<file path="config.mk">
export PLATFORM = sky130hd
export DESIGN_NAME = qra_cell
export DESIGN_NICKNAME = d
export VERILOG_FILES = /design/src/quaternion_to_roll_angle_assert.svh /design/src/qra_pkg.sv /design/src/qra_cell.sv
export SDC_FILE = /design/constraint.sdc
export NUM_CORES = 1
export LEC_CHECK = 0
export ABC_AREA = 0
export BUFFER_PORTS_ARGS = -buffer_cell sky130_fd_sc_hd__buf_2
export CORE_UTILIZATION = 34
export CTS_CLUSTER_DIAMETER = 80
export DETAILED_ROUTE_END_ITERATION = 6
export SLEW_MARGIN = 20
export SYNTH_ARGS = -nofsm -noshare
export SYNTH_HDL_FRONTEND = slang
export SYNTH_SLANG_ARGS = --single-unit
</file>
<file path="constraint.sdc">
create_clock -name clk -period 5.7 [get_ports clk]
set_clock_uncertainty 0.05 [all_clocks]
set_input_delay 1.71 -clock clk [delete_from_list [all_inputs] [get_ports clk]]
set_output_delay 1.71 -clock clk [all_outputs]
set_load 0.02 [all_outputs]
</file>
<file path="src/quaternion_to_roll_angle_assert.svh">
// Assertion macros for the quaternion to roll angle block.
// Included by the top-level RTL file, which checks its own logic; no other dependencies.
`ifndef QUATERNION_TO_ROLL_ANGLE_ASSERT_SVH
`define QUATERNION_TO_ROLL_ANGLE_ASSERT_SVH
`ifndef NO_ASSERTIONS
`define QRA_ASSERT_IMP(lbl, ante, cons) \
  lbl: assert property (@(posedge clk) disable iff (!rst_n) (ante) |-> cons) \
    else $error("assertion failed");
`define QRA_ASSERT_NXT(lbl, ante, cons) \
  lbl: assert property (@(posedge clk) disable iff (!rst_n) (ante) |=> cons) \
    else $error("assertion failed");
`else
`define QRA_ASSERT_IMP(lbl, ante, cons)
`define QRA_ASSERT_NXT(lbl, ante, cons)
`endif
`endif

</file>
<file path="src/qra_pkg.sv">
// Shared types, constants and the CORDIC arctangent table for the roll angle block.
// No dependencies.
package qra_pkg;

  localparam int CORDIC_STEPS_DEF = 16;
  localparam int TABLE_LEN        = 24;
  localparam int QW               = 16;
  localparam int PW               = 32;
  localparam int DW               = 37;
  localparam int ZW               = 35;
  localparam int OUT_SHIFT        = 17;

  localparam logic signed [ZW-1:0] HALF_PI_Q30 = ZW'(64'sd1686629713);
  localparam logic signed [ZW-1:0] FOLD_Q30    = ZW'(64'sd3371549327);
  localparam logic signed [ZW-1:0] ROUND_BIAS  = ZW'(64'sd65536);
  localparam logic signed [QW-1:0] ANGLE_LIMIT = QW'(25736);

  typedef enum logic [1:0] {
    ST_OK       = 2'd0,
    ST_NO_EVENT = 2'd1,
    ST_OTHER    = 2'd2
  } status_t;

  typedef struct packed {
    logic    valid;
    status_t status;
    logic    zero;
    logic    xnp;
  } ctl_t;

  function automatic logic signed [ZW-1:0] atan_q30(input int idx);
    logic [31:0] v;
    case (idx)
      0:       v = 32'h3243F6A8;
      1:       v = 32'h1DAC6705;
      2:       v = 32'h0FADBAFC;
      3:       v = 32'h07F56EA6;
      4:       v = 32'h03FEAB76;
      5:       v = 32'h01FFD55B;
      6:       v = 32'h00FFFAAA;
      7:       v = 32'h007FFF55;
      8:       v = 32'h003FFFEA;
      9:       v = 32'h001FFFFD;
      10:      v = 32'h000FFFFF;
      11:      v = 32'h0007FFFF;
      12:      v = 32'h0003FFFF;
      13:      v = 32'h0001FFFF;
      14:      v = 32'h0000FFFF;
      15:      v = 32'h00007FFF;
      16:      v = 32'h00003FFF;
      17:      v = 32'h00001FFF;
      18:      v = 32'h00000FFF;
      19:      v = 32'h000007FF;
      20:      v = 32'h000003FF;
      21:      v = 32'h000001FF;
      22:      v = 32'h000000FF;
      23:      v = 32'h0000007F;
      default: v = 32'h00000000;
    endcase
    atan_q30 = signed'(ZW'(v));
  endfunction

endpackage

</file>
<file path="src/qra_cell.sv">
// One CORDIC vectoring iteration with a fixed shift, registered.
// Depends on qra_pkg for widths, control struct and the arctangent table.
module qra_cell #(
  parameter int IDX = 0
) (
  input  logic                          clk,
  input  logic                          rst_n,
  input  qra_pkg::ctl_t                 ctl_in,
  input  logic signed [qra_pkg::DW-1:0] x_in,
  input  logic signed [qra_pkg::DW-1:0] y_in,
  input  logic signed [qra_pkg::ZW-1:0] z_in,
  output qra_pkg::ctl_t                 ctl_out,
  output logic signed [qra_pkg::DW-1:0] x_out,
  output logic signed [qra_pkg::DW-1:0] y_out,
  output logic signed [qra_pkg::ZW-1:0] z_out
);

  localparam int DW = qra_pkg::DW;
  localparam int ZW = qra_pkg::ZW;
  localparam logic signed [ZW-1:0] ANG = qra_pkg::atan_q30(IDX);

  qra_pkg::ctl_t        ctl_r;
  logic signed [DW-1:0] x_r, y_r, x_nxt, y_nxt;
  logic signed [ZW-1:0] z_r, z_nxt;

  always_comb begin
    if (!y_in[DW-1]) begin
      x_nxt = x_in + (y_in >>> IDX);
      y_nxt = y_in - (x_in >>> IDX);
      z_nxt = z_in + ANG;
    end else begin
      x_nxt = x_in - (y_in >>> IDX);
      y_nxt = y_in + (x_in >>> IDX);
      z_nxt = z_in - ANG;
    end
  end

  always_ff @(posedge clk) begin
    if (!rst_n) begin
      ctl_r <= '0;
    end else begin
      ctl_r <= ctl_in;
    end
  end

  always_ff @(posedge clk) begin
    x_r <= x_nxt;
    y_r <= y_nxt;
    z_r <= z_nxt;
  end

  assign ctl_out = ctl_r;
  assign x_out   = x_r;
  assign y_out   = y_r;
  assign z_out   = z_r;

endmodule

</file>
==> metrics.txt <==
status finished, final reports clean; initial antenna violation count 2; Hold Path Sink z_out[0]; Hold WC Path Type in2reg; most common flop cell mapped by yosys dfxtp_1; footprint of the multi-input gates 7320 sq um; wire per inst 17.3 um; Final #Nets 1788; Initial Utilization 34.7%; Worst Setup End Kind register; sw frac 37.3%; Worst EP required 6.03 ns; CTS tree done; fill count 3047; # DRC 0; Die ar. 31000 sq um; Final Hold Viols 0; most frequent cell after synthesis a21oi_1; CP arrival 4.86 ns; Reg clk slew, reported paths 0.06 ns; Initial DRT Pass Iterations 6; final setup fails 0; Distinct cells, synth 79; Max Freq 220 MHz; Remaining Overflow, GRT 0; sequential-to-total area share from yosys stat 21.9%; met3 Use GR 3.96%; FFs w/ async S/R, synth 0%; Post-synth top cells a21oi_1, ha_1, inv_1; RePlAce Congestion 0.906; first-pass GRT wire length 52000 um; area delta synth->final 20.1%; YS warnings 0; port buffer count 229; Global Route Usage Sum 21.4%; combinational share of power 38.9%; Die H 176 um; TritonCTS Sinks 113; setup tns final 0 ns; flops & latches, synth 113; met2 GRT Util 34.5%; ranking of synthesized cells by area dfxtp_1, ha_1, xnor2_1, a21oi_1, inv_1; Netlist Area Pre-Place 10300 sq um; Via-to-Cell Ratio 5.41; largest net degree at the start of global routing 68; Initial DRC Count 944; clk root buf clkbuf_16; post-CTS setup buffer count 0; post-route ant nets 0; startpoint types primary input; min Tclk post-route 4.54 ns; syn avg cell area 7.74 sq um; Placeable Area 29700 sq um; Power Total 3.64 mW; Net Switching 1.36 mW; RSZ-0062 raised after global routing false; clk buf depth 2; global routing's busiest layer met2; Power Internal 2.28 mW; Finished Core Util 41.7%; area fraction of the dominant cell type after synthesis 21.9%; Detail Placement HPWL 26400 um; FF+latch area 2260 sq um; final-report max-slew violation count 0; CTS Buf Count 17; post-CTS sizing 0; Lkg Pwr 5.75 nW; hold path depth 1; final WL 33400 um; Vias 10500; sequential share of power 27.9%; proportion of layout cells with a drive suffix above 1 19.2%; CP Max Fanout 14; VDD IR max 196 uV; hold-fix buffers at CTS 0; worst min-delay path startpoint z_in[0]; Post-synth EDFFs 0; Slew HR 49.5%; site row count 63; WS Path Type in2reg; met1 GRT Util 27.9%; IO Pins 230; Synth Net Count 1590; vias in the first global route 10000; worst-margin pin slew 0.758 ns; hold_ws 1.32 ns; leading area contributor after synthesis dfxtp_1; Period Utilization, post-route 79.6%; max_cap viols 0; Gate Count Post-Synth 1332; PD cells 294 nW/um^2; die width 176 um; CTS HTree Levels 4; Clock Power Share 33.3%
==> per-layer routing <==
metal	routed length [um]	vias up
met2	15000	466
met3	2550	59
met4	904	2
li1	-	5088
met5	11	-
met1	15000	4849
==> per-stage QoR <==
stage / instances / setup WS (ns) / area [sq um]
CTS: 1933 / 1.27 / 12400
global placement: 1901 / 0.901 / 11700
global route: 1934 / 0.989 / 12400
detailed placement: 1901 / 0.803 / 11700
finish: 1934 / 1.16 / 12400
floorplan: 1332 / 0.794 / 10300
==> cells by family after synthesis <==
group | after synthesis | share of synthesized area [%]
simple gates | 336 | 15.7
flops | 113 | 21.9
compound gates | 452 | 28.6
fa+ha+maj | 142 | 17.5
mux | 10 | 0.971
buf+inv | 182 | 7.08
xor+xnor | 97 | 8.24
==> flip-flops by register name, summed over array words and instances (netlist names) <==
name	count
x_out	37
z_out	35
y_out	36
ctl_out	5
==> power by group through the flow <==
stage / registers, mW / logic (mW) / clock network (mW)
after floorplan: 1.26 / 0.723 / 0
after global placement: 1.03 / 1.39 / 0
after detailed placement: 1.03 / 1.40 / 0
after CTS: 1.02 / 1.41 / 1.25
after global routing: 1.03 / 1.54 / 1.28
final: 1.02 / 1.42 / 1.21
==> final cells by class <==
cell class,count,area share (%)
clock inverter,10,1.45
antenna,1,0.0202
multi-input combinational,1037,59.1
inverter,128,3.88
timing repair buffer,233,9.52
sequential,113,18.3
tap,390,3.94
clock buffer,22,3.83
==> how the worst max path moves through the flow <==
| stage | start | to | slack (ns) | cells after the start |
|---|---|---|---|---|
| final | x_in[18] | x_out[35] | 1.16 | 12 |
| after global routing | x_in[6] | x_out[29] | 0.99 | 12 |
| after CTS | x_in[18] | x_out[35] | 1.27 | 12 |
| after detailed placement | x_in[18] | x_out[35] | 0.80 | 12 |
| after global placement | x_in[18] | x_out[35] | 0.90 | 12 |
| after floorplan | y_in[36] | z_out[31] | 0.79 | 13 |
==> worst max-delay path, stage by stage <==
cell      delay (ns)
buf_2           0.11
inv_1           0.04
ha_1            0.58
and4_1          0.33
and4_1          0.26
nand4_1         0.15
o211ai_2        0.44
a21oi_1         0.21
o41ai_1         0.48
a21boi_1        0.18
o211ai_2        0.19
xor2_1          0.17
==> cells in the final DEF (no fill, tap or decap), types with 13 or more instances in the layout <==
cell type,n
nor3_1,26
a21oi_1,152
xnor2_1,88
ha_1,138
nand3_1,21
nand2_1,78
nand2b_1,16
a211oi_1,16
o21bai_1,28
inv_1,126
a21o_1,27
o21ai_0,82
nor2_1,106
o21ai_1,13
o21a_1,15
nand4_1,13
dfxtp_1,113
nor2b_1,20
buf_2,228
clkbuf_16,17
(Power assumes the default switching activity.)
