==> config.mk <==
export PLATFORM = sky130hd
export DESIGN_NAME = qra_front
export DESIGN_NICKNAME = d
export VERILOG_FILES = /design/src/quaternion_to_roll_angle_assert.svh /design/src/qra_pkg.sv /design/src/qra_front.sv
export SDC_FILE = /design/constraint.sdc
export NUM_CORES = 2
export LEC_CHECK = 0
export ABC_AREA = 0
export BUFFER_PORTS_ARGS = -buffer_cell sky130_fd_sc_hd__clkbuf_2
export CAP_MARGIN = 40
export CORE_ASPECT_RATIO = 0.75
export CORE_MARGIN = 2
export CORE_UTILIZATION = 35
export DETAILED_ROUTE_END_ITERATION = 8
export GPL_TIMING_DRIVEN = 0
export SKIP_CTS_REPAIR_TIMING = 1
export SLEW_MARGIN = 25
export SYNTH_ARGS = -nofsm -noshare
export SYNTH_HDL_FRONTEND = slang
export SYNTH_SLANG_ARGS = --single-unit
==> constraint.sdc <==
create_clock -name clk -period 10.19 [get_ports clk]
set_input_delay 1.019 -clock clk [delete_from_list [all_inputs] [get_ports clk]]
set_output_delay 1.019 -clock clk [all_outputs]
set_load 0.01 [all_outputs]
==> src/quaternion_to_roll_angle_assert.svh <==
// Assertion macros for the quaternion to roll angle block.
// Included by the top-level RTL file, which checks its own logic; no other dependencies.
`ifndef QUATERNION_TO_ROLL_ANGLE_ASSERT_SVH
`define QUATERNION_TO_ROLL_ANGLE_ASSERT_SVH
`ifndef NO_ASSERTIONS
`define QRA_ASSERT_IMP(lbl, ante, cons) \
  lbl: assert property (@(posedge clk) disable iff (!rst_n) (ante) |-> cons) \
    else $error("assertion failed");
`define QRA_ASSERT_NXT(lbl, ante, cons) \
  lbl: assert property (@(posedge clk) disable iff (!rst_n) (ante) |=> cons) \
    else $error("assertion failed");
`else
`define QRA_ASSERT_IMP(lbl, ante, cons)
`define QRA_ASSERT_NXT(lbl, ante, cons)
`endif
`endif

==> src/qra_pkg.sv <==
// Shared types, constants and the CORDIC arctangent table for the roll angle block.
// No dependencies.
package qra_pkg;

  localparam int CORDIC_STEPS_DEF = 16;
  localparam int TABLE_LEN        = 24;
  localparam int QW               = 16;
  localparam int PW               = 32;
  localparam int DW               = 37;
  localparam int ZW               = 35;
  localparam int OUT_SHIFT        = 17;

  localparam logic signed [ZW-1:0] HALF_PI_Q30 = ZW'(64'sd1686629713);
  localparam logic signed [ZW-1:0] FOLD_Q30    = ZW'(64'sd3371549327);
  localparam logic signed [ZW-1:0] ROUND_BIAS  = ZW'(64'sd65536);
  localparam logic signed [QW-1:0] ANGLE_LIMIT = QW'(25736);

  typedef enum logic [1:0] {
    ST_OK       = 2'd0,
    ST_NO_EVENT = 2'd1,
    ST_OTHER    = 2'd2
  } status_t;

  typedef struct packed {
    logic    valid;
    status_t status;
    logic    zero;
    logic    xnp;
  } ctl_t;

  function automatic logic signed [ZW-1:0] atan_q30(input int idx);
    logic [31:0] v;
    case (idx)
      0:       v = 32'h3243F6A8;
      1:       v = 32'h1DAC6705;
      2:       v = 32'h0FADBAFC;
      3:       v = 32'h07F56EA6;
      4:       v = 32'h03FEAB76;
      5:       v = 32'h01FFD55B;
      6:       v = 32'h00FFFAAA;
      7:       v = 32'h007FFF55;
      8:       v = 32'h003FFFEA;
      9:       v = 32'h001FFFFD;
      10:      v = 32'h000FFFFF;
      11:      v = 32'h0007FFFF;
      12:      v = 32'h0003FFFF;
      13:      v = 32'h0001FFFF;
      14:      v = 32'h0000FFFF;
      15:      v = 32'h00007FFF;
      16:      v = 32'h00003FFF;
      17:      v = 32'h00001FFF;
      18:      v = 32'h00000FFF;
      19:      v = 32'h000007FF;
      20:      v = 32'h000003FF;
      21:      v = 32'h000001FF;
      22:      v = 32'h000000FF;
      23:      v = 32'h0000007F;
      default: v = 32'h00000000;
    endcase
    atan_q30 = signed'(ZW'(v));
  endfunction

endpackage

==> src/qra_front.sv <==
// Front end: status decode, quaternion products, x/y sums and quadrant pre-rotation.
// Depends on qra_pkg. Three register stages.
module qra_front (
  input  logic                               clk,
  input  logic                               rst_n,
  input  logic                               accept,
  input  logic                               event_ready,
  input  logic                               is_rotation_report,
  input  logic signed [qra_pkg::QW-1:0]      quat_i,
  input  logic signed [qra_pkg::QW-1:0]      quat_j,
  input  logic signed [qra_pkg::QW-1:0]      quat_k,
  input  logic signed [qra_pkg::QW-1:0]      quat_real,
  output qra_pkg::ctl_t                      ctl_out,
  output logic signed [qra_pkg::DW-1:0]      x_out,
  output logic signed [qra_pkg::DW-1:0]      y_out,
  output logic signed [qra_pkg::ZW-1:0]      z_out
);

  localparam int DW = qra_pkg::DW;
  localparam int ZW = qra_pkg::ZW;
  localparam int PW = qra_pkg::PW;

  // stage A: products
  qra_pkg::ctl_t         a_ctl_r, a_ctl_nxt;
  logic signed [PW-1:0]  p_ii_r, p_jj_r, p_kk_r, p_rr_r, p_jk_r, p_ir_r;
  // stage B: x and y
  qra_pkg::ctl_t         b_ctl_r, b_ctl_nxt;
  logic signed [DW-1:0]  bx_r, by_r, bx_nxt, by_nxt;
  // stage C: pre-rotation
  qra_pkg::ctl_t         c_ctl_r;
  logic signed [DW-1:0]  cx_r, cy_r, cx_nxt, cy_nxt;
  logic signed [ZW-1:0]  cz_r, cz_nxt;

  always_comb begin
    a_ctl_nxt       = '0;
    a_ctl_nxt.valid = accept;
    if (!event_ready) begin
      a_ctl_nxt.status = qra_pkg::ST_NO_EVENT;
    end else if (!is_rotation_report) begin
      a_ctl_nxt.status = qra_pkg::ST_OTHER;
    end else begin
      a_ctl_nxt.status = qra_pkg::ST_OK;
    end
  end

  always_comb begin
    by_nxt = (DW'(p_jk_r) + DW'(p_ir_r)) <<< 1;
    bx_nxt = DW'(p_kk_r) + DW'(p_rr_r) - DW'(p_ii_r) - DW'(p_jj_r);
    b_ctl_nxt      = a_ctl_r;
    b_ctl_nxt.zero = (bx_nxt == '0) && (by_nxt == '0);
    b_ctl_nxt.xnp  = bx_nxt[DW-1] || (bx_nxt == '0);
  end

  always_comb begin
    cx_nxt = bx_r;
    cy_nxt = by_r;
    cz_nxt = '0;
    if (bx_r[DW-1]) begin
      if (!by_r[DW-1]) begin
        cx_nxt = by_r;
        cy_nxt = -bx_r;
        cz_nxt = qra_pkg::HALF_PI_Q30;
      end else begin
        cx_nxt = -by_r;
        cy_nxt = bx_r;
        cz_nxt = -qra_pkg::HALF_PI_Q30;
      end
    end
  end

  always_ff @(posedge clk) begin
    if (!rst_n) begin
      a_ctl_r <= '0;
      b_ctl_r <= '0;
      c_ctl_r <= '0;
    end else begin
      a_ctl_r <= a_ctl_nxt;
      b_ctl_r <= b_ctl_nxt;
      c_ctl_r <= b_ctl_r;
    end
  end

  always_ff @(posedge clk) begin
    p_ii_r <= quat_i * quat_i;
    p_jj_r <= quat_j * quat_j;
    p_kk_r <= quat_k * quat_k;
    p_rr_r <= quat_real * quat_real;
    p_jk_r <= quat_j * quat_k;
    p_ir_r <= quat_i * quat_real;
    bx_r   <= bx_nxt;
    by_r   <= by_nxt;
    cx_r   <= cx_nxt;
    cy_r   <= cy_nxt;
    cz_r   <= cz_nxt;
  end

  assign ctl_out = c_ctl_r;
  assign x_out   = cx_r;
  assign y_out   = cy_r;
  assign z_out   = cz_r;

endmodule

==> impl_metrics.toml <==
[run_status]
status = "complete, no violations"

[synth]
synth_area_per_cell_um2 = 9.259
ys.flop_type = "dfxtp_1"
ys_types = 93
synthArstFlopShare_pct = 0
synth_common_cells = "1976 x inv_1, 1526 x fa_1, 645 x nand2_1"
ys_warn_count = 0
synth_area_um2 = 69370
synth_edf_count = 0
synth_cells = 7492
ys_seq_area_share_pct = 9.985
synth.most_common_cell = "inv_1"
synth_largest_area_cell = "fa_1"
synth.top_cell.area_share_pct = 44.04
synth.area.top_cells = "fa_1 44%, ha_1 11%, inv_1 11%, dfxtp_1 10%, nand2_1 3.5%"
synth_seq_cells = 346

[routing]
first_iter_violations = 4067
drc = 0
vias = 50740
dr.pass1.iters = 6
wirelength_mm = 212.0
final_antenna_net_count = 0
via_per_inst = 4.845
wl_per_cell_um = 20.25

[die]
row_count = 141
core_area_um2 = 196900
die_w_um = 518.1
ioPinCount = 183
die_area_um2 = 201800
die_y_um = 389.6
initial_utilization_pct = 35.23

[place]
hpwl_mm = 182.2
dp_cells = 10370
gp_congestion = 0.9537
port_buffers = 166

[worst_setup_path]
crit_required_ps = 10590
worstReg2RegStart = "p_ii_r[9]"
end_kind = "flop"
critPathMaxFanout = 10
crit_arrival_ps = 9780
critical_path_class = "input port to flop"
reg2reg_to = "b_ctl_r[1]"
reg2reg_depth = 18
worstSetupStartpointType = "input port"
r2r_setup_slack_ps = 4040

[global_route]
antenna_found_initial = 31
track_usage_pct = 21.33
grt_util_met2_pct = 32.05
grt_pass1_vias = 53020
met3_usage_pct = 5.702
top_usage_layer = "met2"
grt_pass1_wl_mm = 324.6
gr-total-overflow = 0
grt_start_max_net_pins = 20
use_met1_pct = 30.52

[worst_hold_path]
worstHoldStart = "bx_r[34]"
min_path_type = "flop to flop"
holdPathEnd = "z_out[0]"
worstHoldPathCells = 0

[clock_network]
clkSinkCount = 346
clk_latency_ps = 570
root_buffer = "clkbuf_16"
clkTransAtPathRegs_ps = 60
cts_tree = "done"
numCtsBuffers = 36
clock_path_buffers = 3
cts_htree_levels = 2

[final_layout]
syn_to_final_growth_pct = 9.310
stdcell_count = 10470
drive_above_1_share_pct = 5.374
fin_util_pct = 38.51
nNetsFinal = 9976

[timing]
grt_setup_unrepaired = "false"
setup_violations = 0
worst_slew_pin_slew_ps = 1027
slew_headroom_pct = 31.31
timing.setup.tns_ps = 0
finalHoldViolCount = 0
skew_ps = 23.56
slew_violations = 0
min_period_ps = 9388
finalCritPeriodShare_pct = 92.13
max_freq_ghz = 0.1065

[flow_run]
cap_viol_max_count = 0
[worst max-delay path, cell delays in order]
cell,delay [ps]
clkbuf_2,260
clkbuf_1,700
buf_1,780
nand2_1,160
fa_1,520
inv_1,50
fa_1,480
fa_1,600
fa_1,440
fa_1,490
inv_1,50
fa_1,570
inv_1,70
ha_1,330
o21ai_0,180
nand2b_1,90
nand3_1,100
a2bb2oi_1,140
o21ai_0,320
a221oi_1,830
o211ai_1,360
a22o_1,300
o22a_1,210
a21o_1,190
a21oi_1,220
xnor2_2,300
[through the flow]
step,hold WS (ps),area (um2),worst slack (ps)
2_1_floorplan,329.0,69380,2817
3_3_place_gp,344.5,73520,162.3
3_5_place_dp,344.1,74220,497.8
4_1_cts,357.2,75510,1089
5_1_grt,358.9,75810,545.1
6_report,353.7,75830,802.2
[how the worst max path moves through the flow]
stage | start | end | slack, ps | cells after the start
floorplan | quat_real[7] | p_ir_r[31] | 2820 | 27
global placement | quat_j[11] | p_jk_r[31] | 160 | 25
detailed placement | quat_real[9] | p_ir_r[25] | 500 | 25
CTS | quat_real[9] | p_ir_r[25] | 1090 | 25
global route | quat_j[9] | p_jk_r[28] | 550 | 26
finish | quat_k[9] | p_jk_r[31] | 800 | 26
[routing by layer]
metal	up-vias	part of all wire [%]
met5	-	0.059
met4	16	2.7
met3	236	11
met2	2115	43
met1	25630	44
li1	22740	-
[flip-flops by register name (all words and copies together) (netlist names)]
name	count
x_out	37
y_out	37
bx_r	35
by_r	33
p_ir_r	32
p_jk_r	32
p_ii_r	31
p_jj_r	31
p_kk_r	31
p_rr_r	31
b_ctl_r	5
ctl_out	5
a_ctl_r	3
z_out	3
[cell usage in the layout, fill, tap and decap left out, types with 22 or more instances in the layout]
cell type / n
nor3_1: 64
ha_1: 593
buf_6: 70
nand2b_1: 47
buf_4: 46
nor2_1: 372
fa_1: 1526
nand2_1: 645
inv_1: 1976
xnor2_1: 261
o21a_1: 28
nor2b_1: 32
clkbuf_16: 36
o21bai_1: 31
clkbuf_1: 230
and2_1: 374
dfxtp_1: 346
nand3_1: 53
xor2_1: 101
and3_1: 22
a21o_1: 93
clkbuf_2: 167
a21oi_1: 243
o21ai_0: 85
[final cells by class]
cell class	count	area, um2
Clock buffer	44	980.9
Tap cell	2645	3309
Buffer	274	1186
Sequential cell	346	6927
Antenna cell	12	30.03
Clock inverter	21	304.0
Inverter	1986	7455
Timing Repair Buffer	256	1810
Fill cell	19950	121100
Multi-Input combinational cell	4888	53830
[cells by family after synthesis]
| kind of cell | after synthesis | share of synthesized area [%] |
|---|---|---|
| muxes | 11 | 0.1623 |
| adders and majority gates | 2119 | 54.73 |
| DFF | 346 | 9.985 |
| and+or+nand+nor | 1731 | 11.91 |
| other | 1 | 0.005406 |
| AOI/OAI and AO/OA | 658 | 6.091 |
| xor gates and xnor gates | 366 | 4.659 |
| buffers and inverters | 2260 | 12.45 |
Power is not shown: default switching activity piles up to over one toggle a cycle in this logic, so the estimate is an artifact.
