## config.mk

```make
export PLATFORM = sky130hd
export DESIGN_NAME = qra_back
export DESIGN_NICKNAME = d
export VERILOG_FILES = /design/src/quaternion_to_roll_angle_assert.svh /design/src/qra_pkg.sv /design/src/qra_back.sv
export SDC_FILE = /design/constraint.sdc
export NUM_CORES = 1
export LEC_CHECK = 0
export BUFFER_PORTS_ARGS = -buffer_cell sky130_fd_sc_hd__buf_2
export CORE_UTILIZATION = 40
export DETAILED_ROUTE_END_ITERATION = 16
export GPL_TIMING_DRIVEN = 0
export PLACE_DENSITY = 0.64
export SLEW_MARGIN = 20
export SYNTH_ARGS = -nofsm -noshare
export SYNTH_HDL_FRONTEND = slang
export SYNTH_SLANG_ARGS = --single-unit
```

## constraint.sdc

```tcl
create_clock -name clk -period 3.6 [get_ports clk]
set_input_delay 1.08 -clock clk [delete_from_list [all_inputs] [get_ports clk]]
set_output_delay 1.08 -clock clk [all_outputs]
set_load 0.05 [all_outputs]
```

## src/quaternion_to_roll_angle_assert.svh

```systemverilog
// Assertion macros for the quaternion to roll angle block.
// Included by the top-level RTL file, which checks its own logic; no other dependencies.
`ifndef QUATERNION_TO_ROLL_ANGLE_ASSERT_SVH
`define QUATERNION_TO_ROLL_ANGLE_ASSERT_SVH
`ifndef NO_ASSERTIONS
`define QRA_ASSERT_IMP(lbl, ante, cons) \
  lbl: assert property (@(posedge clk) disable iff (!rst_n) (ante) |-> cons) \
    else $error("assertion failed");
`define QRA_ASSERT_NXT(lbl, ante, cons) \
  lbl: assert property (@(posedge clk) disable iff (!rst_n) (ante) |=> cons) \
    else $error("assertion failed");
`else
`define QRA_ASSERT_IMP(lbl, ante, cons)
`define QRA_ASSERT_NXT(lbl, ante, cons)
`endif
`endif

```

## src/qra_pkg.sv

```systemverilog
// Shared types, constants and the CORDIC arctangent table for the roll angle block.
// No dependencies.
package qra_pkg;

  localparam int CORDIC_STEPS_DEF = 16;
  localparam int TABLE_LEN        = 24;
  localparam int QW               = 16;
  localparam int PW               = 32;
  localparam int DW               = 37;
  localparam int ZW               = 35;
  localparam int OUT_SHIFT        = 17;

  localparam logic signed [ZW-1:0] HALF_PI_Q30 = ZW'(64'sd1686629713);
  localparam logic signed [ZW-1:0] FOLD_Q30    = ZW'(64'sd3371549327);
  localparam logic signed [ZW-1:0] ROUND_BIAS  = ZW'(64'sd65536);
  localparam logic signed [QW-1:0] ANGLE_LIMIT = QW'(25736);

  typedef enum logic [1:0] {
    ST_OK       = 2'd0,
    ST_NO_EVENT = 2'd1,
    ST_OTHER    = 2'd2
  } status_t;

  typedef struct packed {
    logic    valid;
    status_t status;
    logic    zero;
    logic    xnp;
  } ctl_t;

  function automatic logic signed [ZW-1:0] atan_q30(input int idx);
    logic [31:0] v;
    case (idx)
      0:       v = 32'h3243F6A8;
      1:       v = 32'h1DAC6705;
      2:       v = 32'h0FADBAFC;
      3:       v = 32'h07F56EA6;
      4:       v = 32'h03FEAB76;
      5:       v = 32'h01FFD55B;
      6:       v = 32'h00FFFAAA;
      7:       v = 32'h007FFF55;
      8:       v = 32'h003FFFEA;
      9:       v = 32'h001FFFFD;
      10:      v = 32'h000FFFFF;
      11:      v = 32'h0007FFFF;
      12:      v = 32'h0003FFFF;
      13:      v = 32'h0001FFFF;
      14:      v = 32'h0000FFFF;
      15:      v = 32'h00007FFF;
      16:      v = 32'h00003FFF;
      17:      v = 32'h00001FFF;
      18:      v = 32'h00000FFF;
      19:      v = 32'h000007FF;
      20:      v = 32'h000003FF;
      21:      v = 32'h000001FF;
      22:      v = 32'h000000FF;
      23:      v = 32'h0000007F;
      default: v = 32'h00000000;
    endcase
    atan_q30 = signed'(ZW'(v));
  endfunction

endpackage

```

## src/qra_back.sv

```systemverilog
// Back end: zero-vector override, +-3.14 fold, rounding to Q13 and the result register.
// Depends on qra_pkg. Two register stages.
module qra_back (
  input  logic                          clk,
  input  logic                          rst_n,
  input  qra_pkg::ctl_t                 ctl_in,
  input  logic signed [qra_pkg::ZW-1:0] z_in,
  output logic                          valid,
  output logic signed [qra_pkg::QW-1:0] roll_angle,
  output logic [1:0]                    status
);

  localparam int ZW = qra_pkg::ZW;
  localparam int QW = qra_pkg::QW;

  qra_pkg::ctl_t        f_ctl_r;
  logic signed [ZW-1:0] zf_r, zf_nxt, zr;
  logic                 valid_r;
  logic signed [QW-1:0] angle_r, angle_nxt;
  qra_pkg::status_t     status_r;

  always_comb begin
    zf_nxt = z_in;
    if (ctl_in.zero) begin
      zf_nxt = '0;
    end
    if (ctl_in.xnp) begin
      if (!ctl_in.zero && !z_in[ZW-1] && (z_in != '0)) begin
        zf_nxt = z_in - qra_pkg::FOLD_Q30;
      end else begin
        zf_nxt = zf_nxt + qra_pkg::FOLD_Q30;
      end
    end
  end

  always_comb begin
    zr        = (zf_r + qra_pkg::ROUND_BIAS) >>> qra_pkg::OUT_SHIFT;
    angle_nxt = (f_ctl_r.status == qra_pkg::ST_OK) ? zr[QW-1:0] : '0;
  end

  always_ff @(posedge clk) begin
    if (!rst_n) begin
      f_ctl_r <= '0;
      valid_r <= 1'b0;
    end else begin
      f_ctl_r <= ctl_in;
      valid_r <= f_ctl_r.valid;
    end
  end

  always_ff @(posedge clk) begin
    zf_r     <= zf_nxt;
    angle_r  <= angle_nxt;
    status_r <= f_ctl_r.status;
  end

  assign valid      = valid_r;
  assign roll_angle = angle_r;
  assign status     = status_r;

endmodule

```

==> impl_metrics.json, run 1 <==
{
  "core_area_um2": 5990,
  "gp_congestion": 0.953,
  "synth_warnings": 0,
  "finalMaxSlewViolations": 0,
  "drtPass1Iterations": 4,
  "syn_avg_cell_area_um2": 7.77,
  "grt.busiest_layer": "met2",
  "p_per_area_nw_per_um2": 352,
  "cp_data_required_time_ns": 3.82,
  "leakagePower_nw": 1.18,
  "cts_buffers": 5,
  "finalSetupViolCount": 0,
  "fin_ws_ns": 0.535,
  "fin_crit_ns": 3.07,
  "grtUsageTotal_pct": 20.9,
  "ys_types": 63,
  "drt_iter0_markers": 140,
  "crit_arrival_ns": 3.28,
  "grt-ovfl-total": 0,
  "critical_path_buf_inv_count": 2,
  "dpl_cell_area_um2": 2860,
  "cts.sinks": 39,
  "io_buffers": 52,
  "vias_per_cell": 5.60,
  "syn_to_final_growth_pct": 17.1,
  "synthFlopType": "dfxtp_1",
  "drt_wl_total_um": 6550,
  "use_met1_pct": 25.1,
  "finish.instance_area_um2": 2930,
  "clk_latency_ns": 0.28,
  "grt_pass1_wl_um": 10600,
  "crit_family": "simple AND/OR/NAND/NOR gates",
  "rows": 28,
  "cp_slowest_cell": "nor4_1",
  "synth.cell_area_um2": 2500,
  "drive_gt1_share_pct": 19.2,
  "worstMarginPinSlew_ns": 0.754,
  "synth_enable_flop_cells": 0,
  "use_met2_pct": 37.0,
  "irDropWorstVdd_uv": 266,
  "dieArea_um2": 6580,
  "antenna_found_initial": 0,
  "hpwl_um": 5120,
  "fp.dieW_um": 81.1,
  "ys_seq_elements": 39,
  "grt_pass1_vias": 2272,
  "worst-setup-path-type": "in2reg",
  "cts_hold_buf": 0,
  "preCtsSetupSlack_ns": 0.293,
  "final.period_utilization_pct": 85.2,
  "seq_area_frac_synth_pct": 31.2,
  "initial_core_util_pct": 41.8,
  "slowest_delay_ns": 0.68,
  "hold_path.class": "reg2reg",
  "htree_levels": 2,
  "min_delay_path_depth": 0,
  "slew-limit-headroom_pct": 49.3,
  "clkTransAtPathRegs_ns": 0.06,
  "cp_cell_sequence": "buf_2, nor4_1, nand4b_4, o41ai_4, buf_4, and2_1, a2bb2oi_1, o21ai_0, a32o_1",
  "cp_num_cells": 9,
  "synth_cells": 322,
  "die_h_um": 81.1,
  "reg2reg_depth": 7,
  "final_hold_viol_count": 0,
  "synth_fp_nets": 365,
  "layout.nets": 424,
  "run_status": "finished clean",
  "ys_async_sr_fraction_pct": 0,
  "cts_resized": 0,
  "endpoint_kind": "register",
  "cts-root-buf": "clkbuf_8",
  "cap_viol_max_count": 0,
  "startpoint_type": "input port",
  "rsz0062_at_grt": "no",
  "vias": 2550,
  "drc": 0,
  "post_cts_buffers": 0,
  "setup_tns_ns": 0,
  "max_freq_ghz": 0.326,
  "cts_tree": "built",
  "diodes": 0,
  "ant_nets": 0,
  "grt_use_met3_pct": 3.26,
  "grt_max_degree": 11,
  "skew_ns": 0.00338,
  "cts_buffer_depth": 2,
  "wl_per_cell_um": 14.4,
  "io_pins": 61,
  "cp_max_fo": 10
}
==> cells by family (layout without fill, tap and decap cells) <==
kind of cell	count (synthesis)	after routing	share of synthesized area [%]
xor gates and xnor gates	18	18	6.30
buffers and inverters	32	90	5.35
muxes	5	5	2.00
and+or+nand+nor	135	135	29.7
DFF	39	39	31.2
AOI/OAI and AO/OA	91	91	24.6
adders and majority gates	2	2	0.900
==> per-stage QoR <==
| stage | util, % | cells | hold WS, ns | total power [mW] |
|---|---|---|---|---|
| global route | 48.9 | 455 | 0.357 | 1.09 |
| detailed placement | 47.7 | 449 | 0.329 | 0.788 |
| finish | 48.9 | 455 | 0.343 | 1.03 |
| global placement | 47.7 | 449 | 0.327 | 0.785 |
| floorplan | - | 322 | 0.323 | 0.703 |
| CTS | 48.9 | 455 | 0.344 | 1.04 |
==> final timing paths <==
kind | start | to | slack (ns)
min reg2reg | f_ctl_r[3] | status[1] | 0.34
max | z_in[28] | zf_r[29] | 0.53
max reg2reg | zf_r[19] | roll_angle[13] | 1.97
min | f_ctl_r[3] | status[1] | 0.34
==> layout by cell type, fill, tap and decap left out, drive strengths merged, types with 5 or more instances in the layout <==
| cell | netlist | routed |
|---|---|---|
| a21oi | 21 | 21 |
| a31oi | 5 | 5 |
| and2 | 8 | 8 |
| and3 | 5 | 5 |
| buf | 4 | 56 |
| clkbuf | 19 | 25 |
| dfxtp | 39 | 39 |
| inv | 9 | 9 |
| mux2i | 5 | 5 |
| nand2 | 22 | 22 |
| nand3 | 13 | 13 |
| nand4 | 8 | 8 |
| nor2 | 36 | 36 |
| nor3 | 7 | 7 |
| nor4 | 8 | 8 |
| o211ai | 6 | 6 |
| o21ai | 25 | 25 |
| or3 | 6 | 6 |
| xnor2 | 8 | 8 |
| xor2 | 10 | 10 |
==> area by class of cell <==
cell class | count | area [µm²]
flip-flops and latches | 39 | 781
plain buffers | 23 | 100
fillers | 604 | 3060
multi-input cells | 251 | 1590
clock buffers | 6 | 72.6
repair buffers | 52 | 260
inverters | 9 | 33.8
well taps | 75 | 93.8
==> where the power goes <==
group | total, mW | internal, mW | leakage [nW] | switching [mW]
Clock | 0.250 | 0.129 | 0.0371 | 0.122
Sequential | 0.491 | 0.471 | 0.325 | 0.0205
Combinational | 0.291 | 0.0977 | 0.822 | 0.193
==> registers in the layout (all words and copies together), names as in the netlist <==
register and cells:
f_ctl_r 3, zf_r 17, roll_angle 16, valid 1, status 2
==> worst register-to-register path, cell delays in order, from the launching register on <==
cell     delay [ns]
dfxtp_1        0.39
and4_1         0.23
and3_1         0.23
nand4_1        0.16
nor2_1         0.19
nand3_1        0.11
xor2_1         0.14
nor2_1         0.05
==> cells in the mapped netlist, types with 2 or more instances <==
cell / n / area share, %
mux2i_1: 5 / 2.0
o211ai_1: 6 / 1.8
xor2_1: 10 / 3.5
a21oi_1: 21 / 4.2
nand4_1: 8 / 2.0
a31oi_1: 5 / 1.3
nor2b_1: 3 / 0.75
nor2_1: 36 / 5.4
a211oi_1: 3 / 0.90
a32o_1: 4 / 1.6
nor3_1: 7 / 1.4
and4_1: 2 / 0.70
nor4b_1: 2 / 0.70
o21ai_0: 21 / 4.2
and3_1: 5 / 1.3
or2_2: 3 / 0.75
o311ai_0: 3 / 1.1
nor4bb_1: 2 / 0.80
o21ai_1: 4 / 0.80
dfxtp_1: 39 / 31
nand2_1: 22 / 3.3
nand3_1: 13 / 2.6
o31ai_1: 3 / 0.90
buf_2: 2 / 0.40
a22oi_1: 2 / 0.60
nor4_1: 7 / 1.7
o22ai_1: 3 / 0.75
and2_1: 8 / 2.0
xnor2_1: 8 / 2.8
clkbuf_1: 19 / 2.9
inv_1: 9 / 1.3
or3_1: 6 / 1.5
==> per-layer routing <==
metal	share of wire, %	up-vias	wire, µm
li1	-	1305	-
met1	44	1126	2870
met2	49	104	3190
met3	5.4	15	351
met4	2.1	0	140
met5	0	-	0
No activity file was read; power rests on OpenSTA's default activity.
==> inputs of run 2 (changes only) <==
--- a/config.mk
+++ b/config.mk
@@ -6,10 +6,12 @@
 export NUM_CORES = 1
 export LEC_CHECK = 0
 export BUFFER_PORTS_ARGS = -buffer_cell sky130_fd_sc_hd__buf_2
-export CORE_UTILIZATION = 40
+export CELL_PAD_IN_SITES_DETAIL_PLACEMENT = 2
+export CELL_PAD_IN_SITES_GLOBAL_PLACEMENT = 2
+export CORE_UTILIZATION = 30
 export DETAILED_ROUTE_END_ITERATION = 16
 export GPL_TIMING_DRIVEN = 0
-export PLACE_DENSITY = 0.64
+export PLACE_DENSITY = 0.8
 export SLEW_MARGIN = 20
 export SYNTH_ARGS = -nofsm -noshare
 export SYNTH_HDL_FRONTEND = slang
==> impl_metrics.json, run 2 (same netlist as run 1, synthesis figures left out) <==
{
  "vias": 2699,
  "cp_data_required_time_ns": 3.80,
  "htree_levels": 2,
  "clk_latency_ns": 0.28,
  "cap_viol_max_count": 0,
  "p_per_area_nw_per_um2": 358,
  "min_from": "f_ctl_r[3]",
  "slew-limit-headroom_pct": 48.9,
  "worstMarginPinSlew_ns": 0.760,
  "io_buffers": 52,
  "skew_ns": 0.00651,
  "io_pins": 61,
  "leakagePower_nw": 1.19,
  "run_status": "finished clean",
  "drt_wl_total_um": 8770,
  "fp.dieW_um": 93.3,
  "grt_pass1_wl_um": 14600,
  "worst-setup-path-type": "in2reg",
  "pwr-share-comb_pct": 28.6,
  "slowest_delay_ns": 0.49,
  "layout.nets": 424,
  "crit_arrival_ns": 3.38,
  "syn_to_final_growth_pct": 18.8,
  "die_h_um": 93.3,
  "hold_path.class": "reg2reg",
  "initial_core_util_pct": 31.7,
  "finalMaxSlewViolations": 0,
  "finalSetupViolCount": 0,
  "clkPwrFrac_pct": 25.0,
  "cts-root-buf": "clkbuf_8",
  "irDropWorstVdd_uv": 155,
  "worst_hold_slack_ns": 0.359,
  "rr_endpoint": "roll_angle[13]",
  "layout_commonest_cell": "buf_2",
  "gp_congestion": 0.871,
  "mostFrequentLayoutCells": "buf_2, dfxtp_1, nor2_1, nand2_1",
  "cts_buffer_depth": 2,
  "p_sw_share_pct": 33.8,
  "cts_tree": "built",
  "final_hold_viol_count": 0,
  "hold_end": "status[1]",
  "cts_resized": 0,
  "switchingPower_mw": 0.359,
  "rsz0062_at_grt": "no",
  "startpoint_type": "input port",
  "ant_nets": 0,
  "cp_slowest_cell": "a21oi_1",
  "cp_max_fo": 6,
  "grt_pass1_vias": 2905,
  "drc": 0,
  "reg2reg_depth": 7,
  "r2r-start": "zf_r[19]",
  "wl_per_cell_um": 18.1,
  "rows": 32,
  "largest_register": "zf_r",
  "endpoint_kind": "register",
  "seqPwrFrac_pct": 46.5,
  "drive_gt1_share_pct": 19.4,
  "core_area_um2": 7890,
  "min_delay_path_depth": 0,
  "grt_max_degree": 12,
  "largest_register_ffs": 17,
  "fin_crit_ns": 3.18,
  "drt_iter0_markers": 97,
  "max_freq_ghz": 0.314,
  "cts_hold_buf": 0,
  "cts.sinks": 39,
  "seq_area_um2": 781,
  "drtPass1Iterations": 4,
  "multi_input_area_um2": 1590,
  "clkTransAtPathRegs_ns": 0.07,
  "fin_ws_ns": 0.417,
  "post_cts_buffers": 0,
  "setup_tns_ns": 0,
  "vias_per_cell": 5.58,
  "final.period_utilization_pct": 88.4,
  "diodes": 0,
  "cp_cell_sequence": "buf_2, nor4_2, o21ai_1, a21oi_1, o21ai_0, a211oi_1, o31ai_1, a211oi_2",
  "antenna_found_initial": 0,
  "r2r_slack_ns": 1.82,
  "hpwl_um": 6850,
  "p_int_mw": 0.704,
  "nFillCells": 988,
  "grt-ovfl-total": 0,
  "cts_buffers": 5,
  "preCtsSetupSlack_ns": 0.136,
  "grtUsageTotal_pct": 21.6,
  "dieArea_um2": 8710
}
[run 2: cell type report]
cell class                      count  share of cell area (%)
Multi-Input combinational cell    251                    53.4
Sequential cell                    39                    26.3
Tap cell                          102                    4.29
Clock buffer                        7                    2.57
Timing Repair Buffer               52                    8.76
Buffer                             23                    3.37
Inverter                            9                    1.14
Clock inverter                      1                   0.168
[run 2: worst max-delay path, delay by kind of cell]
kind                   cells  cell delay [ns]
AO/OA/AOI/OAI              6             1.76
buffers and inverters      1             0.11
AND/OR/NAND/NOR            1             0.44
[run 2: worst max-delay path by stage]
stage / start / depth (start not counted) / end
2_1_floorplan: z_in[21] / 9 / zf_r[18]
3_3_place_gp: z_in[3] / 8 / zf_r[22]
3_5_place_dp: z_in[3] / 8 / zf_r[22]
4_1_cts: z_in[3] / 8 / zf_r[22]
5_1_grt: z_in[3] / 8 / zf_r[22]
6_report: z_in[3] / 8 / zf_r[22]
[run 2: per-layer routing]
layer  GRT usage [%]  part of all wire [%]  wire, µm
met1            25.6                    44      3900
met2            40.6                    51      4430
met3            2.28                   3.0       260
met4            6.54                   2.0       178
met5               0                     0         0
[run 2: through the flow]
stage	util [%]	cells	total power, mW	area, µm²
2_1_floorplan	-	322	0.703	2500
3_3_place_gp	36.6	476	0.792	2890
3_5_place_dp	36.6	476	0.805	2890
4_1_cts	37.7	484	1.08	2970
5_1_grt	37.7	484	1.12	2970
6_report	37.7	484	1.06	2970
[run 2: power groups by stage]
stage          logic, mW  clock network (mW)  registers (mW)
5_1_grt            0.330               0.291           0.499
3_5_place_dp       0.302                   0           0.504
6_report           0.304               0.265           0.494
2_1_floorplan      0.139                   0           0.564
4_1_cts            0.305               0.276           0.495
3_3_place_gp       0.292                   0           0.500
==> inputs of run 3 (changes only) <==
--- a/config.mk
+++ b/config.mk
@@ -5,13 +5,13 @@
 export SDC_FILE = /design/constraint.sdc
 export NUM_CORES = 1
 export LEC_CHECK = 0
+export ABC_AREA = 1
 export BUFFER_PORTS_ARGS = -buffer_cell sky130_fd_sc_hd__buf_2
 export CELL_PAD_IN_SITES_DETAIL_PLACEMENT = 2
 export CELL_PAD_IN_SITES_GLOBAL_PLACEMENT = 2
-export CORE_UTILIZATION = 30
+export CORE_UTILIZATION = 28
 export DETAILED_ROUTE_END_ITERATION = 16
-export GPL_TIMING_DRIVEN = 0
-export PLACE_DENSITY = 0.8
+export PLACE_DENSITY = 0.81
 export SLEW_MARGIN = 20
 export SYNTH_ARGS = -nofsm -noshare
 export SYNTH_HDL_FRONTEND = slang
==> impl_metrics.json, run 3 <==
{
  "drtPass1Iterations": 4,
  "initial_core_util_pct": 29.2,
  "syn_avg_cell_area_um2": 5.19,
  "leakagePower_nw": 2.35,
  "grt_pass1_vias": 5543,
  "gp_congestion": 0.960,
  "grtUsageTotal_pct": 25.5,
  "path_common_cell": "nand2_1",
  "io_buffers": 60,
  "yosysTopAreaCellShare_pct": 24.4,
  "drt_iter0_markers": 244,
  "run_status": "finished clean",
  "rows": 42,
  "pwr-share-comb_pct": 31.7,
  "rsz0062_at_grt": "no",
  "cp_slowest_cell": "buf_2",
  "skew_ns": 0.00342,
  "worst-setup-path-type": "in2reg",
  "cts_buffers": 5,
  "min_delay_path_depth": 0,
  "largest_register_ffs": 17,
  "synth-simple-area-share_pct": 57.5,
  "muxShareOfSynthArea_pct": 0,
  "synth_warnings": 0,
  "dp_cells": 982,
  "synth.area.top_cells": "nand2_1, dfxtp_1, nor2_1",
  "mostFrequentLayoutCells": "nand2_1, nor2_1, inv_1, nand3_1, buf_2",
  "crit_arrival_ns": 3.15,
  "seq_area_um2": 781,
  "clkTransAtPathRegs_ns": 0.06,
  "diodes": 0,
  "seqPwrFrac_pct": 34.1,
  "clkPwrFrac_pct": 34.2,
  "core_area_um2": 13500,
  "layout_commonest_cell": "nand2_1",
  "cp_max_fo": 25,
  "cts-root-buf": "clkbuf_16",
  "synth_fp_nets": 799,
  "endpoint_kind": "register",
  "grt_pass1_wl_um": 28800,
  "layout.nets": 856,
  "fin_crit_ns": 2.93,
  "cp_cell_sequence": "buf_2, inv_6, nand2_1, inv_1, nor2_1, nand2_1, nor2_1, nand3_1, nand3_1, nand3_1, nand2_1, nand2_1, nand2_1",
  "ys_top_cells_by_count": "nand2_1, nor2_1, inv_1",
  "setup_tns_ns": 0,
  "seq_area_frac_synth_pct": 19.9,
  "p_sw_share_pct": 36.8,
  "synthFlopType": "dfxtp_1",
  "hpwl_um": 15600,
  "cp_data_required_time_ns": 3.82,
  "ant_nets": 0,
  "synth_compound_area_share_pct": 9.34,
  "nFillCells": 1806,
  "synth.most_common_cell": "nand2_1",
  "grt_max_degree": 26,
  "final_hold_viol_count": 0,
  "finalMaxSlewViolations": 0,
  "startpoint_type": "input port",
  "vias_per_cell": 5.16,
  "synth.cell_area_um2": 3930,
  "ys_types": 39,
  "multi_input_area_um2": 2660,
  "synth-xor-area-share_pct": 0.669,
  "syn_to_final_growth_pct": 15.8,
  "fp.dieW_um": 120,
  "drt_wl_total_um": 18100,
  "p_per_area_nw_per_um2": 319,
  "irDropWorstVdd_uv": 148,
  "cts.sinks": 39,
  "cts_buffer_depth": 2,
  "switchingPower_mw": 0.533,
  "yosysTopAreaCell": "nand2_1",
  "largest_register": "zf_r",
  "synth_enable_flop_cells": 0,
  "synth_cells": 756,
  "drive_gt1_share_pct": 12.5,
  "max_freq_ghz": 0.341,
  "cap_viol_max_count": 0,
  "hold_path.class": "reg2reg",
  "worstMarginPinSlew_ns": 0.775,
  "synth_top_family_by_area": "simple AND/OR/NAND/NOR gates",
  "cts_hold_buf": 0,
  "htree_levels": 2,
  "cts_resized": 0,
  "wl_per_cell_um": 18.3,
  "fin_cells": 990,
  "final.period_utilization_pct": 81.5,
  "yosys.area_share.adder_pct": 0.319,
  "drc": 0,
  "io_pins": 61,
  "cts_tree": "built",
  "slowest_delay_ns": 0.40,
  "post_cts_buffers": 0,
  "die_h_um": 120,
  "antenna_found_initial": 0,
  "p_int_mw": 0.917,
  "finalSetupViolCount": 0,
  "ys_seq_elements": 39,
  "vias": 5106,
  "reg2reg_depth": 8,
  "dieArea_um2": 14500,
  "ys_async_sr_fraction_pct": 0,
  "slew-limit-headroom_pct": 48.1,
  "grt-ovfl-total": 0,
  "clk_latency_ns": 0.27
}
run 3: changes by cell type in the layout (fill, tap and decap cells not counted), sizes merged, moves of 8 or more:
cell,before,now
a21oi,21,33
clkbuf,26,5
inv,9,107
nand2,22,262
nand3,13,83
nor2,36,146
xor2,10,2
run 3: final timing paths:
check / start / to / slack (ns)
hold / removal: f_ctl_r[2] / status[0] / 0.36
setup reg to reg: zf_r[17] / roll_angle[13] / 1.36
setup / recovery: ctl_in[1] / zf_r[27] / 0.67
hold reg to reg: f_ctl_r[2] / status[0] / 0.36
run 3: worst max-delay path: cells and delay by family:
family | cells | cell delay, ns
AND/OR/NAND/NOR | 10 | 1.34
buffers and inverters | 3 | 0.70
run 3: power by group through the flow:
stage / Sequential (mW) / Clock, mW / Combinational (mW)
after floorplan: 0.568 / 0 / 0.231
after global placement: 0.502 / 0 / 0.434
after detailed placement: 0.505 / 0 / 0.454
after CTS: 0.496 / 0.512 / 0.457
after global routing: 0.500 / 0.528 / 0.502
final: 0.495 / 0.496 / 0.459
run 3: cell type report:
type	instances	area share, %
Multi-Input combinational cell	599	58.6
Sequential cell	39	17.2
Inverter	107	8.94
Timing Repair Buffer	61	6.77
Tap cell	176	4.84
Clock buffer	5	2.75
Clock inverter	3	0.963
run 3: routing by layer:
layer / routed length [µm] / share of wire (%) / up-vias / global-route usage (%)
met5: 0 / 0 / - / 0
met4: 324 / 1.8 / 0 / 6.48
met3: 580 / 3.2 / 18 / 1.46
met2: 8910 / 49 / 96 / 45.7
met1: 8290 / 46 / 2503 / 32.9
li1: - / - / 2489 / -
run 3: kinds of logic (layout without fill, tap and decap cells):
group | count (synthesis) | after routing
buffers and inverters | 118 | 176
xor gates and xnor gates | 3 | 3
and+or+nand+nor | 527 | 527
adders and majority gates | 1 | 1
DFF | 39 | 39
AOI/OAI and AO/OA | 68 | 68
run 3: metrics by stage:
stage	setup WS [ns]	instance area, µm²	hold slack, ns	utilization [%]	power, mW
4_1_cts	0.660	4550	0.358	33.8	1.46
2_1_floorplan	1.26	3930	0.331	-	0.798
6_report	0.667	4550	0.357	33.8	1.45
3_5_place_dp	0.375	4380	0.348	32.6	0.958
3_3_place_gp	0.463	4380	0.343	32.6	0.936
5_1_grt	0.541	4550	0.372	33.8	1.53
